===== config.mk =====
export PLATFORM = sky130hd
export DESIGN_NAME = bit_granular_buffer_top
export DESIGN_NICKNAME = d
export VERILOG_FILES = /design/src/design/bgb_pkg.sv /design/src/design/bit_granular_buffer_top.sv /design/src/design/bgb_store.sv
export SDC_FILE = /design/constraint.sdc
export NUM_CORES = 2
export LEC_CHECK = 0
export BUFFER_PORTS_ARGS = -buffer_cell sky130_fd_sc_hd__buf_2
export CAP_MARGIN = 0
export CORE_ASPECT_RATIO = 0.5
export CORE_MARGIN = 5
export CORE_UTILIZATION = 38
export DETAILED_ROUTE_END_ITERATION = 8
export GPL_TIMING_DRIVEN = 1
export SLEW_MARGIN = 20
export SYNTH_ARGS = -nofsm -noshare
export SYNTH_HDL_FRONTEND = slang
export SYNTH_HIERARCHICAL = 1
export SYNTH_MEMORY_MAX_BITS = 65536
export SYNTH_SLANG_ARGS = --single-unit

===== constraint.sdc =====
create_clock -name clk -period 5.95 [get_ports clk]
set_clock_uncertainty 0.05 [all_clocks]
set_input_delay 0.8925 -clock clk [delete_from_list [all_inputs] [get_ports clk]]
set_output_delay 0.8925 -clock clk [all_outputs]
set_load 0.05 [all_outputs]

===== src/design/bgb_pkg.sv =====
// Package for the bit-granular buffer.
// Holds action and status codes, field widths and the chunk mask helper.
// No dependencies.
package bgb_pkg;

    localparam int CAPACITY_BITS_DEFAULT = 4096;

    localparam int ACTION_W = 3;
    localparam int DATA_W   = 8;
    localparam int COUNT_W  = 4;
    localparam int POS_W    = 13;
    localparam int DELTA_W  = 14;
    localparam int STATUS_W = 2;

    localparam logic [ACTION_W-1:0] ACT_CLEAR    = 3'd0;
    localparam logic [ACTION_W-1:0] ACT_STORE    = 3'd1;
    localparam logic [ACTION_W-1:0] ACT_READ     = 3'd2;
    localparam logic [ACTION_W-1:0] ACT_SEEK_ABS = 3'd3;
    localparam logic [ACTION_W-1:0] ACT_SEEK_REL = 3'd4;

    localparam logic [STATUS_W-1:0] STAT_OK       = 2'd0;
    localparam logic [STATUS_W-1:0] STAT_OVERFLOW = 2'd1;
    localparam logic [STATUS_W-1:0] STAT_UNDERRUN = 2'd2;

    localparam logic [DATA_W-1:0] FULL_BYTE = 8'hff;
    localparam logic [COUNT_W-1:0] MAX_CHUNK = 4'd8;

    // Keeps the top n bits of a byte.
    function automatic logic [DATA_W-1:0] head_mask(input logic [COUNT_W-1:0] n);
        return ~(FULL_BYTE >> n);
    endfunction

endpackage


===== src/design/bit_granular_buffer_top.sv =====
// Top level of the bit-granular buffer: control, cursors and result register.
// Depends on bgb_pkg and bgb_store.
//
//   Channel  Handshake            Fields
//   input    in_valid, in_ready   action, chunk_data, bit_count, seek_position, seek_delta
//   output   out_valid, out_ready read_data, stored_bits, consumed_bits, all_consumed, status
//
// An item is taken while idle, and the two bytes under the read cursor are then read
// from the banked byte store; the exec state computes, writes back and loads the result.
// A new item is taken whenever the control is idle, even while a result waits.
// An item stalls in the exec state only while the previous result is not taken.
// Reset clears both counts; the byte store is not cleared and needs no sweep.
module bit_granular_buffer_top #(
    parameter int CAPACITY_BITS = bgb_pkg::CAPACITY_BITS_DEFAULT
) (
    input  logic                           clk,
    input  logic                           rst_n,
    input  logic                           in_valid,
    output logic                           in_ready,
    input  logic [bgb_pkg::ACTION_W-1:0]   action,
    input  logic [bgb_pkg::DATA_W-1:0]     chunk_data,
    input  logic [bgb_pkg::COUNT_W-1:0]    bit_count,
    input  logic [bgb_pkg::POS_W-1:0]      seek_position,
    input  logic signed [bgb_pkg::DELTA_W-1:0] seek_delta,
    output logic                           out_valid,
    input  logic                           out_ready,
    output logic [bgb_pkg::DATA_W-1:0]     read_data,
    output logic [bgb_pkg::POS_W-1:0]      stored_bits,
    output logic [bgb_pkg::POS_W-1:0]      consumed_bits,
    output logic                           all_consumed,
    output logic [bgb_pkg::STATUS_W-1:0]   status
);

    localparam int NUM_BYTES = (CAPACITY_BITS + 7) / 8;
    localparam int BW = $clog2(NUM_BYTES);
    localparam int CW = $clog2(CAPACITY_BITS + 1);
    localparam int PW = (CW > bgb_pkg::POS_W) ? CW : bgb_pkg::POS_W;
    localparam int SW = ((CW > bgb_pkg::DELTA_W) ? CW : bgb_pkg::DELTA_W) + 2;
    localparam logic [CW:0] CAP = (CW + 1)'(CAPACITY_BITS);

    localparam logic ST_IDLE = 1'b0;
    localparam logic ST_EXEC = 1'b1;

    logic                               state_reg;
    logic                               state_next;
    logic [bgb_pkg::ACTION_W-1:0]       action_reg;
    logic [bgb_pkg::DATA_W-1:0]         chunk_reg;
    logic [bgb_pkg::COUNT_W-1:0]        count_reg;
    logic [bgb_pkg::POS_W-1:0]          pos_reg;
    logic signed [bgb_pkg::DELTA_W-1:0] delta_reg;
    logic [CW-1:0]                      wc_reg;
    logic [CW-1:0]                      wc_next;
    logic [CW-1:0]                      rc_reg;
    logic [CW-1:0]                      rc_next;
    logic [bgb_pkg::DATA_W-1:0]         tail_reg;
    logic [bgb_pkg::DATA_W-1:0]         tail_next;
    logic                               out_valid_reg;
    logic [bgb_pkg::DATA_W-1:0]         data_reg;
    logic [bgb_pkg::DATA_W-1:0]         data_next;
    logic [bgb_pkg::STATUS_W-1:0]       status_reg;
    logic [bgb_pkg::STATUS_W-1:0]       status_next;

    logic                               accept;
    logic                               exec_go;
    logic [bgb_pkg::COUNT_W-1:0]        count_in;
    logic [2*bgb_pkg::DATA_W-1:0]       rd_window;
    logic [2*bgb_pkg::DATA_W-1:0]       rd_shift;
    logic [bgb_pkg::DATA_W-1:0]         chunk_mask;
    logic [2*bgb_pkg::DATA_W-1:0]       wr_shift;
    logic [bgb_pkg::DATA_W-1:0]         wr_hi;
    logic [bgb_pkg::DATA_W-1:0]         wr_lo;
    logic [2:0]                         wr_off;
    logic [2:0]                         rd_off;
    logic [bgb_pkg::COUNT_W:0]          wr_end;
    logic                               wr_span;
    logic                               wr_en;
    logic [CW:0]                        wc_sum;
    logic [CW:0]                        rc_sum;
    logic [PW-1:0]                      pos_ext;
    logic [PW-1:0]                      wc_ext;
    logic signed [SW-1:0]               rc_s;
    logic signed [SW-1:0]               wc_s;
    logic signed [SW-1:0]               target_s;

    assign in_ready = (state_reg == ST_IDLE);
    assign accept   = in_valid && in_ready;
    assign exec_go  = (state_reg == ST_EXEC) && (!out_valid_reg || out_ready);
    assign count_in = (bit_count > bgb_pkg::MAX_CHUNK) ? bgb_pkg::MAX_CHUNK : bit_count;

    bgb_store #(
        .NUM_BYTES(NUM_BYTES),
        .BW       (BW)
    ) u_store (
        .clk      (clk),
        .rd_en    (accept),
        .rd_byte  (BW'(rc_reg >> 3)),
        .rd_window(rd_window),
        .wr_en    (wr_en),
        .wr_span  (wr_span),
        .wr_byte  (BW'(wc_reg >> 3)),
        .wr_hi    (wr_hi),
        .wr_lo    (wr_lo)
    );

    assign wr_off     = wc_reg[2:0];
    assign rd_off     = rc_reg[2:0];
    assign chunk_mask = chunk_reg & bgb_pkg::head_mask(count_reg);
    assign wr_shift   = {chunk_mask, {bgb_pkg::DATA_W{1'b0}}} >> wr_off;
    assign wr_hi      = (tail_reg & bgb_pkg::head_mask({1'b0, wr_off})) | wr_shift[15:8];
    assign wr_lo      = wr_shift[7:0];
    assign wr_end     = {2'b00, wr_off} + {1'b0, count_reg};
    assign wr_span    = (wr_end > (bgb_pkg::COUNT_W + 1)'(bgb_pkg::MAX_CHUNK));
    assign wc_sum     = {1'b0, wc_reg} + (CW + 1)'(count_reg);
    assign rc_sum     = {1'b0, rc_reg} + (CW + 1)'(count_reg);
    assign rd_shift   = rd_window << rd_off;
    assign pos_ext    = PW'(pos_reg);
    assign wc_ext     = PW'(wc_reg);
    assign rc_s       = SW'(rc_reg);
    assign wc_s       = SW'(wc_reg);
    assign target_s   = rc_s + SW'(delta_reg);

    assign wr_en = exec_go && (action_reg == bgb_pkg::ACT_STORE) && (count_reg != '0)
                   && (wc_sum <= CAP);

    always_comb
    begin
        wc_next     = wc_reg;
        rc_next     = rc_reg;
        tail_next   = tail_reg;
        data_next   = '0;
        status_next = bgb_pkg::STAT_OK;
        case (action_reg)
            bgb_pkg::ACT_CLEAR:
            begin
                wc_next = '0;
                rc_next = '0;
            end
            bgb_pkg::ACT_STORE:
            begin
                if (count_reg != '0)
                begin
                    if (wc_sum > CAP)
                    begin
                        status_next = bgb_pkg::STAT_OVERFLOW;
                    end
                    else
                    begin
                        wc_next   = CW'(wc_sum);
                        tail_next = (wr_end >= (bgb_pkg::COUNT_W + 1)'(bgb_pkg::MAX_CHUNK))
                                    ? wr_lo : wr_hi;
                    end
                end
            end
            bgb_pkg::ACT_READ:
            begin
                if (count_reg != '0)
                begin
                    if (rc_sum > {1'b0, wc_reg})
                    begin
                        status_next = bgb_pkg::STAT_UNDERRUN;
                    end
                    else
                    begin
                        data_next = rd_shift[15:8] & bgb_pkg::head_mask(count_reg);
                        rc_next   = CW'(rc_sum);
                    end
                end
            end
            bgb_pkg::ACT_SEEK_ABS:
            begin
                rc_next = (pos_ext > wc_ext) ? wc_reg : CW'(pos_ext);
            end
            bgb_pkg::ACT_SEEK_REL:
            begin
                if (target_s < 0)
                begin
                    rc_next = '0;
                end
                else if (target_s > wc_s)
                begin
                    rc_next = wc_reg;
                end
                else
                begin
                    rc_next = CW'(target_s);
                end
            end
            default:
            begin
                wc_next = wc_reg;
            end
        endcase
    end

    always_comb
    begin
        state_next = state_reg;
        case (state_reg)
            ST_IDLE:
            begin
                if (accept)
                begin
                    state_next = ST_EXEC;
                end
            end
            ST_EXEC:
            begin
                if (exec_go)
                begin
                    state_next = ST_IDLE;
                end
            end
            default:
            begin
                state_next = ST_IDLE;
            end
        endcase
    end

    always_ff @(posedge clk or negedge rst_n)
    begin
        if (!rst_n)
        begin
            state_reg     <= ST_IDLE;
            wc_reg        <= '0;
            rc_reg        <= '0;
            out_valid_reg <= 1'b0;
        end
        else
        begin
            state_reg <= state_next;
            if (exec_go)
            begin
                wc_reg        <= wc_next;
                rc_reg        <= rc_next;
                out_valid_reg <= 1'b1;
            end
            else if (out_ready)
            begin
                out_valid_reg <= 1'b0;
            end
        end
    end

    always_ff @(posedge clk)
    begin
        if (accept)
        begin
            action_reg <= action;
            chunk_reg  <= chunk_data;
            count_reg  <= count_in;
            pos_reg    <= seek_position;
            delta_reg  <= seek_delta;
        end
        if (exec_go)
        begin
            tail_reg   <= tail_next;
            data_reg   <= data_next;
            status_reg <= status_next;
        end
    end

    assign out_valid     = out_valid_reg;
    assign read_data     = data_reg;
    assign stored_bits   = bgb_pkg::POS_W'(wc_reg);
    assign consumed_bits = bgb_pkg::POS_W'(rc_reg);
    assign all_consumed  = (rc_reg >= wc_reg);
    assign status        = status_reg;

endmodule


===== src/design/bgb_store.sv =====
// Byte store of the bit-granular buffer, split into even and odd byte banks.
// Reads two neighboring bytes per cycle; the read data is registered.
// Depends on bgb_pkg.
module bgb_store #(
    parameter int NUM_BYTES = bgb_pkg::CAPACITY_BITS_DEFAULT / 8,
    parameter int BW = $clog2(NUM_BYTES)
) (
    input  logic                        clk,
    input  logic                        rd_en,
    input  logic [BW-1:0]               rd_byte,
    output logic [2*bgb_pkg::DATA_W-1:0] rd_window,
    input  logic                        wr_en,
    input  logic                        wr_span,
    input  logic [BW-1:0]               wr_byte,
    input  logic [bgb_pkg::DATA_W-1:0]  wr_hi,
    input  logic [bgb_pkg::DATA_W-1:0]  wr_lo
);

    localparam int BANK_DEPTH = NUM_BYTES / 2 + 1;
    localparam int AW = $clog2(BANK_DEPTH);

    logic [bgb_pkg::DATA_W-1:0] mem_even [BANK_DEPTH];
    logic [bgb_pkg::DATA_W-1:0] mem_odd  [BANK_DEPTH];

    logic [BW:0]                rd_next;
    logic [BW:0]                wr_next;
    logic [AW-1:0]              rd_addr_even;
    logic [AW-1:0]              rd_addr_odd;
    logic [AW-1:0]              wr_addr_base;
    logic [AW-1:0]              wr_addr_next;
    logic [bgb_pkg::DATA_W-1:0] even_q_reg;
    logic [bgb_pkg::DATA_W-1:0] odd_q_reg;
    logic                       sel_reg;

    assign rd_next      = {1'b0, rd_byte} + 1'b1;
    assign wr_next      = {1'b0, wr_byte} + 1'b1;
    assign rd_addr_even = AW'(rd_next >> 1);
    assign rd_addr_odd  = AW'(rd_byte >> 1);
    assign wr_addr_base = AW'(wr_byte >> 1);
    assign wr_addr_next = AW'(wr_next >> 1);

    always_ff @(posedge clk)
    begin
        if (rd_en)
        begin
            even_q_reg <= mem_even[rd_addr_even];
            odd_q_reg  <= mem_odd[rd_addr_odd];
            sel_reg    <= rd_byte[0];
        end
    end

    always_ff @(posedge clk)
    begin
        if (wr_en)
        begin
            if (!wr_byte[0])
            begin
                mem_even[wr_addr_base] <= wr_hi;
            end
            else if (wr_span)
            begin
                mem_even[wr_addr_next] <= wr_lo;
            end
        end
    end

    always_ff @(posedge clk)
    begin
        if (wr_en)
        begin
            if (wr_byte[0])
            begin
                mem_odd[wr_addr_base] <= wr_hi;
            end
            else if (wr_span)
            begin
                mem_odd[wr_addr_base] <= wr_lo;
            end
        end
    end

    assign rd_window = sel_reg ? {odd_q_reg, even_q_reg} : {even_q_reg, odd_q_reg};

endmodule


* Word-level counts from Yosys, hierarchy flattened
Memories as Yosys holds them, arrays and structs flattened. A register that Yosys moved wholly into a read port is not among the register bits. Cells that the tools add are included.
Word-level totals: bits in latches 0, input port bits 46, flip-flop bits (word level) 89, output and inout bits 39, ROM bits 0, memory bits (writable) 4112, word-level logic and storage cells 109, memories kept 2
Operators by class: shift-type cells 4, multiplexer cells 38, equal/unequal tests 8, divide/modulo/power cells 0, reduce and logical (&&, ||, !) cells 17, multipliers 0, add/sub/neg operators 6, bitwise logic cells 11, order comparisons 10
Memories:
- u_store.mem_even | depth 257, width 8, rd ports 1, clocked after memory_dff 1, wr ports 1, RTL line bgb_store.sv:22 | logic [bgb_pkg::DATA_W-1:0] mem_even [BANK_DEPTH];
- u_store.mem_odd | depth 257, width 8, rd ports 1, clocked after memory_dff 1, wr ports 1, RTL line bgb_store.sv:23 | logic [bgb_pkg::DATA_W-1:0] mem_odd [BANK_DEPTH];
Operator list (number):
- 2-to-1 mux 13 bit | 7
- case mux 13 bit (4 select lines) | 1
- adder 13 x 4 -> 14 bit | 2
- case mux 13 bit (2 select lines) | 1
- AND 8 bit | 3
- 2-to-1 mux 8 bit | 3
- adder 9 x 1 -> 10 bit (second input constant) | 2
- 2-to-1 mux 1 bit | 20
- 2-to-1 mux 16 bit | 1
- NOT 8 bit | 2
- left shift 16 x 3 -> 16 bit | 1
- >> shifter 16 x 3 -> 16 bit | 1
- adder 14 x 14 -> 15 bit | 1
- > comparator 15 x 14 -> 1 bit | 1
- less-than comparator 15 x 1 -> 1 bit (second input constant) | 1
- > comparator 14 x 13 -> 1 bit | 1
- > comparator 14 x 13 -> 1 bit (second input constant) | 1
- <= comparator 14 x 13 -> 1 bit (second input constant) | 1
- greater-or-equal comparator 13 bit | 1
- > comparator 13 bit | 1
- AND reduction 4 bit | 3
- 2-to-1 mux 9 bit | 1
- OR 8 bit | 1
- nonzero test 4 bit | 2
- 23 further kinds | 35

* Longest topological paths before layout
depth in word-level cells 10, gate-level depth with buffers 21, depth with buffers taken out 18

* Modules after synthesis
Netlist, hierarchy kept.
By module, submodules not included:
- bgb_store | cells each 7462, area each 159989.7 um^2, instances 1
- bit_granular_buffer_top | cells each 727, area each 7001.7 um^2, instances 1

* Least setup slack after synthesis
No wires, ideal clock.
path kind reg-to-reg, start point register wc_reg[0], in the netlist stored_bits[0], end point memory u_store/mem_even[0][6] (netlist name), data pin, stages on the path, launching flop included 15, arrival time 5469 ps, data required time 5342 ps, buffers on the path 2, library setup time 558 ps, slack -128 ps, period minus slack after synthesis 6078 ps, cell sequence dfrtp_1 ha_1 fa_1 xor2_1 nor3_1 o211ai_1 or4_4 or3_4 nand2_2 nand2b_4 clkinv_2 buf_8 clkbuf_1 nand3_1 mux2_2
Between the ends: elaborated cells on any way between the ends 16
RTL lines:
- start, declared | RTL line bit_granular_buffer_top.sv:51 | logic [CW-1:0] wc_reg;
- start signal, assigned | RTL line bit_granular_buffer_top.sv:234 | wc_reg <= wc_next;
- adder 13 x 4 -> 14 bit | RTL line bit_granular_buffer_top.sv:113 | assign wc_sum = {1'b0, wc_reg} + (CW + 1)'(count_reg);
- <= comparator 14 x 13 -> 1 bit | RTL line bit_granular_buffer_top.sv:123 | && (wc_sum <= CAP);
- logical AND 1 bit | RTL line bit_granular_buffer_top.sv:123
- net wr_en | RTL line bit_granular_buffer_top.sv:76 | logic wr_en;
- 2-to-1 mux 1 bit | RTL line bgb_store.sv:54 | if (wr_en)
- 2-to-1 mux 1 bit (not written as such) | RTL line bgb_store.sv:62 | mem_even[wr_addr_next] <= wr_lo;
- OR reduction 8 bit (no line)
- 2-to-1 mux 8 bit (no line)
- end, declared | RTL line bgb_store.sv:22
The timed path passes the listed nets, and every way through them passes these cells.

* Worst setup path in the final report
start point register count_reg[0] (netlist name), end point memory u_store/mem_even[80][7] (netlist name), enable pin
Between the ends: word-level cells in the longest chain between the ends 8, elaborated cells on any way between the ends 16
RTL lines:
- start, declared | RTL line bit_granular_buffer_top.sv:48 | logic [bgb_pkg::COUNT_W-1:0] count_reg;
- start signal, assigned | RTL line bit_granular_buffer_top.sv:251 | count_reg <= count_in;
- branches (longest 8 deep; another with adder 13 x 4 -> 14 bit)
Several ways; the timed one is not identified.

==> metrics.md <==
| Metric | Value |
|---|---|
| Slew @ Worst Pin | 1158 ps |
| Post-route ant nets | 0 |
| Initial DRC count | 11280 |
| WS Path Type | reg -> reg |
| Total CTS buffers | 388 |
| CP endpoint kind | flop |
| Slowest cell delay on critical path | 560 ps |
| Placed inst area | 177100 um2 |
| Crit-path max FO | 16 |
| Pwr Density | 515.5 nW/um2 |
| Number of max-cap violations | 0 |
| Fillers | 37060 |
| Crit path cell chain | ha_1 > fa_1 > xor2_1 > nor3_1 > o211ai_1 > or4_4 > or3_4 > nand2_2 > nand2b_4 > clkinv_2 > nand4_1 > nor2_1 > nand3_1 > xor2_1 > nor2b_1 > nand2_1 > buf_4 > nor2_1 |
| Worst EP arrival | 6380 ps |
| Leak pwr | 57.87 nW |
| Core area | 438400 um2 |
| Via count | 85620 |
| GR met2 Demand/Resource | 0.3114 |
| Clk root buf | clkbuf_16 |
| Synth warn | 6 |
| Count of input and output buffers | 84 |
| Boundary pin count | 85 |
| Synthesis-to-finish area growth | 13.81% |
| Die X-Extent | 947.5 um |
| Fmax | 169.6 MHz |
| First-pass GRT wire length | 650500 um |
| Post-synthesis cell count | 8188 |
| Busiest grt layer | met2 |
| Final nets | 8709 |
| Placer Congestion | 0.8683 |
| Worst vdd ir | 0.6357 mV |
| DRC viols | 0 |
| WHS Endpoint | pos_ext[3]$_DFFE_PP_ |
| Via-to-Cell Ratio | 5.813 |
| Fraction of final layout cells sized beyond drive strength 1 | 0.2709 |
| Startpoint class of the critical path | flop |
| Slowest cell on crit path | or4_4 |
| Setup TNS | 0 ps |
| Max FFs per register | 2056 |
| Slew HR | 0.2243 |
| Max Root-Sink Buffers | 4 |
| Final setup violation count | 0 |
| Gr ovfl total | 0 |
| Die H | 478.7 um |
| Largest net degree at the start of global routing | 145 |
| Beginning of the worst hold path | seek_position[3] |
| Worst-path clk slew | 70 ps |
| Met3 usage | 0.04123 |
| Final hold slack | 84.32 ps |
| Reg2reg start | count_reg[0]$_SDFFCE_PN0P_ |
| Synthesized area | 167000 um2 |
| PnR worst setup slack | 52.71 ps |
| Worst R2R End | u_store/mem_even[80][7]$_DFFE_PP_ |
| Hold path depth | 1 |
| Reg area | 126200 um2 |
| H-Tree Depth | 5 |
| Area of the multi-input gates | 39430 um2 |
| Die area | 453600 um2 |
| Initial antenna violation count | 8 |
| Routed WL | 458900 um |
| Dpl hpwl | 283000 um |
| Rows | 172 |
| Worst EP required | 6430 ps |
| Initial core utilization | 0.3809 |
| FF-to-FF path depth | 18 |
| Clk sinks | 4208 |
| Clock Latency Late Sink | 950 ps |
| Unrepaired setup endpoints after global routing | yes |
| Status | finished, final reports clean |
| Tcrit/Tclk final | 0.9911 |
| Met1 usage | 0.2770 |
| Most frequent cells in the layout | edfxtp_1, mux4_2, nand2_1 |
| Hold Vio Cnt, Final | 0 |
| CTS tree | yes |
| Drt first pass iters | 5 |
| Total GRT Usage | 0.1974 |
| Worst min-delay path class | in -> reg |
| Final Cell Area | 190000 um2 |
| Pre-CTS setup slack | -97.19 ps |
| Min Tclk post-route | 5897 ps |
| Mapped Avg Cell Area | 20.39 um2 |
| Vias in the first global route | 84910 |
| R2R Setup Slk | 50 ps |
| Fin. max-slew vios | 0 |
| Wire length per cell | 31.15 um |
| Most common cell after layout, fill and taps aside | edfxtp_1 |
[power by group]
group | total (mW) | internal, mW | switching, mW
registers | 38.7 | 38.3 | 0.406
clock network | 25.0 | 14.1 | 10.9
logic | 34.2 | 12.0 | 22.2
total | 98.0 | 64.5 | 33.5
[layout make-up]
cell class / instances / share of cell area
inverters: 41 / 0.0008164
multi-input cells: 3466 / 0.2075
repair buffers: 480 / 0.02294
clock inverters: 234 / 0.01268
clock buffers: 466 / 0.05330
flip-flops and latches: 4208 / 0.6643
well taps: 5829 / 0.03838
diodes: 6 / 0.00007901
[metal layers]
metal | wire length, um | vias up
met2 | 214600 | 4391
met5 | 48 | -
met4 | 16750 | 6
met1 | 186000 | 45820
li1 | - | 34610
met3 | 41520 | 791
[worst max-delay path by stage]
stage / slack (ps) / end / cells past startpoint / from
6_report: 50 / u_store/mem_even[80][7]$_DFFE_PP_ / 18 / count_reg[0]$_SDFFCE_PN0P_
2_1_floorplan: -130 / u_store/mem_even[0][6]$_DFFE_PP_ / 14 / stored_bits[0]$_DFFE_PN0P_
4_1_cts: -60 / u_store/mem_even[180][1]$_DFFE_PP_ / 17 / count_reg[0]$_SDFFCE_PN0P_
5_1_grt: -160 / u_store/mem_even[84][2]$_DFFE_PP_ / 18 / count_reg[0]$_SDFFCE_PN0P_
3_3_place_gp: -160 / u_store/mem_even[215][2]$_DFFE_PP_ / 18 / count_reg[0]$_SDFFCE_PN0P_
3_5_place_dp: -100 / u_store/mem_even[217][5]$_DFFE_PP_ / 18 / count_reg[0]$_SDFFCE_PN0P_
[metrics by stage]
step | std cells | util | power, mW
after floorplan | 8189 | - | 59.21
after global placement | 14020 | 0.4040 | 73.35
after detailed placement | 14020 | 0.4040 | 73.59
after CTS | 14720 | 0.4327 | 98.45
after global routing | 14730 | 0.4335 | 101.2
final | 14730 | 0.4335 | 97.96
[worst max-delay path, delay by kind of cell, from the launching register on]
family | cells | cell delay (ps)
compound gates | 1 | 130
xor+xnor | 2 | 480
buf+inv | 2 | 370
simple gates | 11 | 3320
flops | 1 | 410
fa+ha+maj | 2 | 720
[repair_timing]
item                       CTS  global route
setup buffers                0             0
pin swaps                    0             0
setup endpoints to repair  377          1107
hold buffers                 1             0
gates resized for setup      9           127
hold endpoints to repair    28             0
Power figures use the tool's default switching activity.
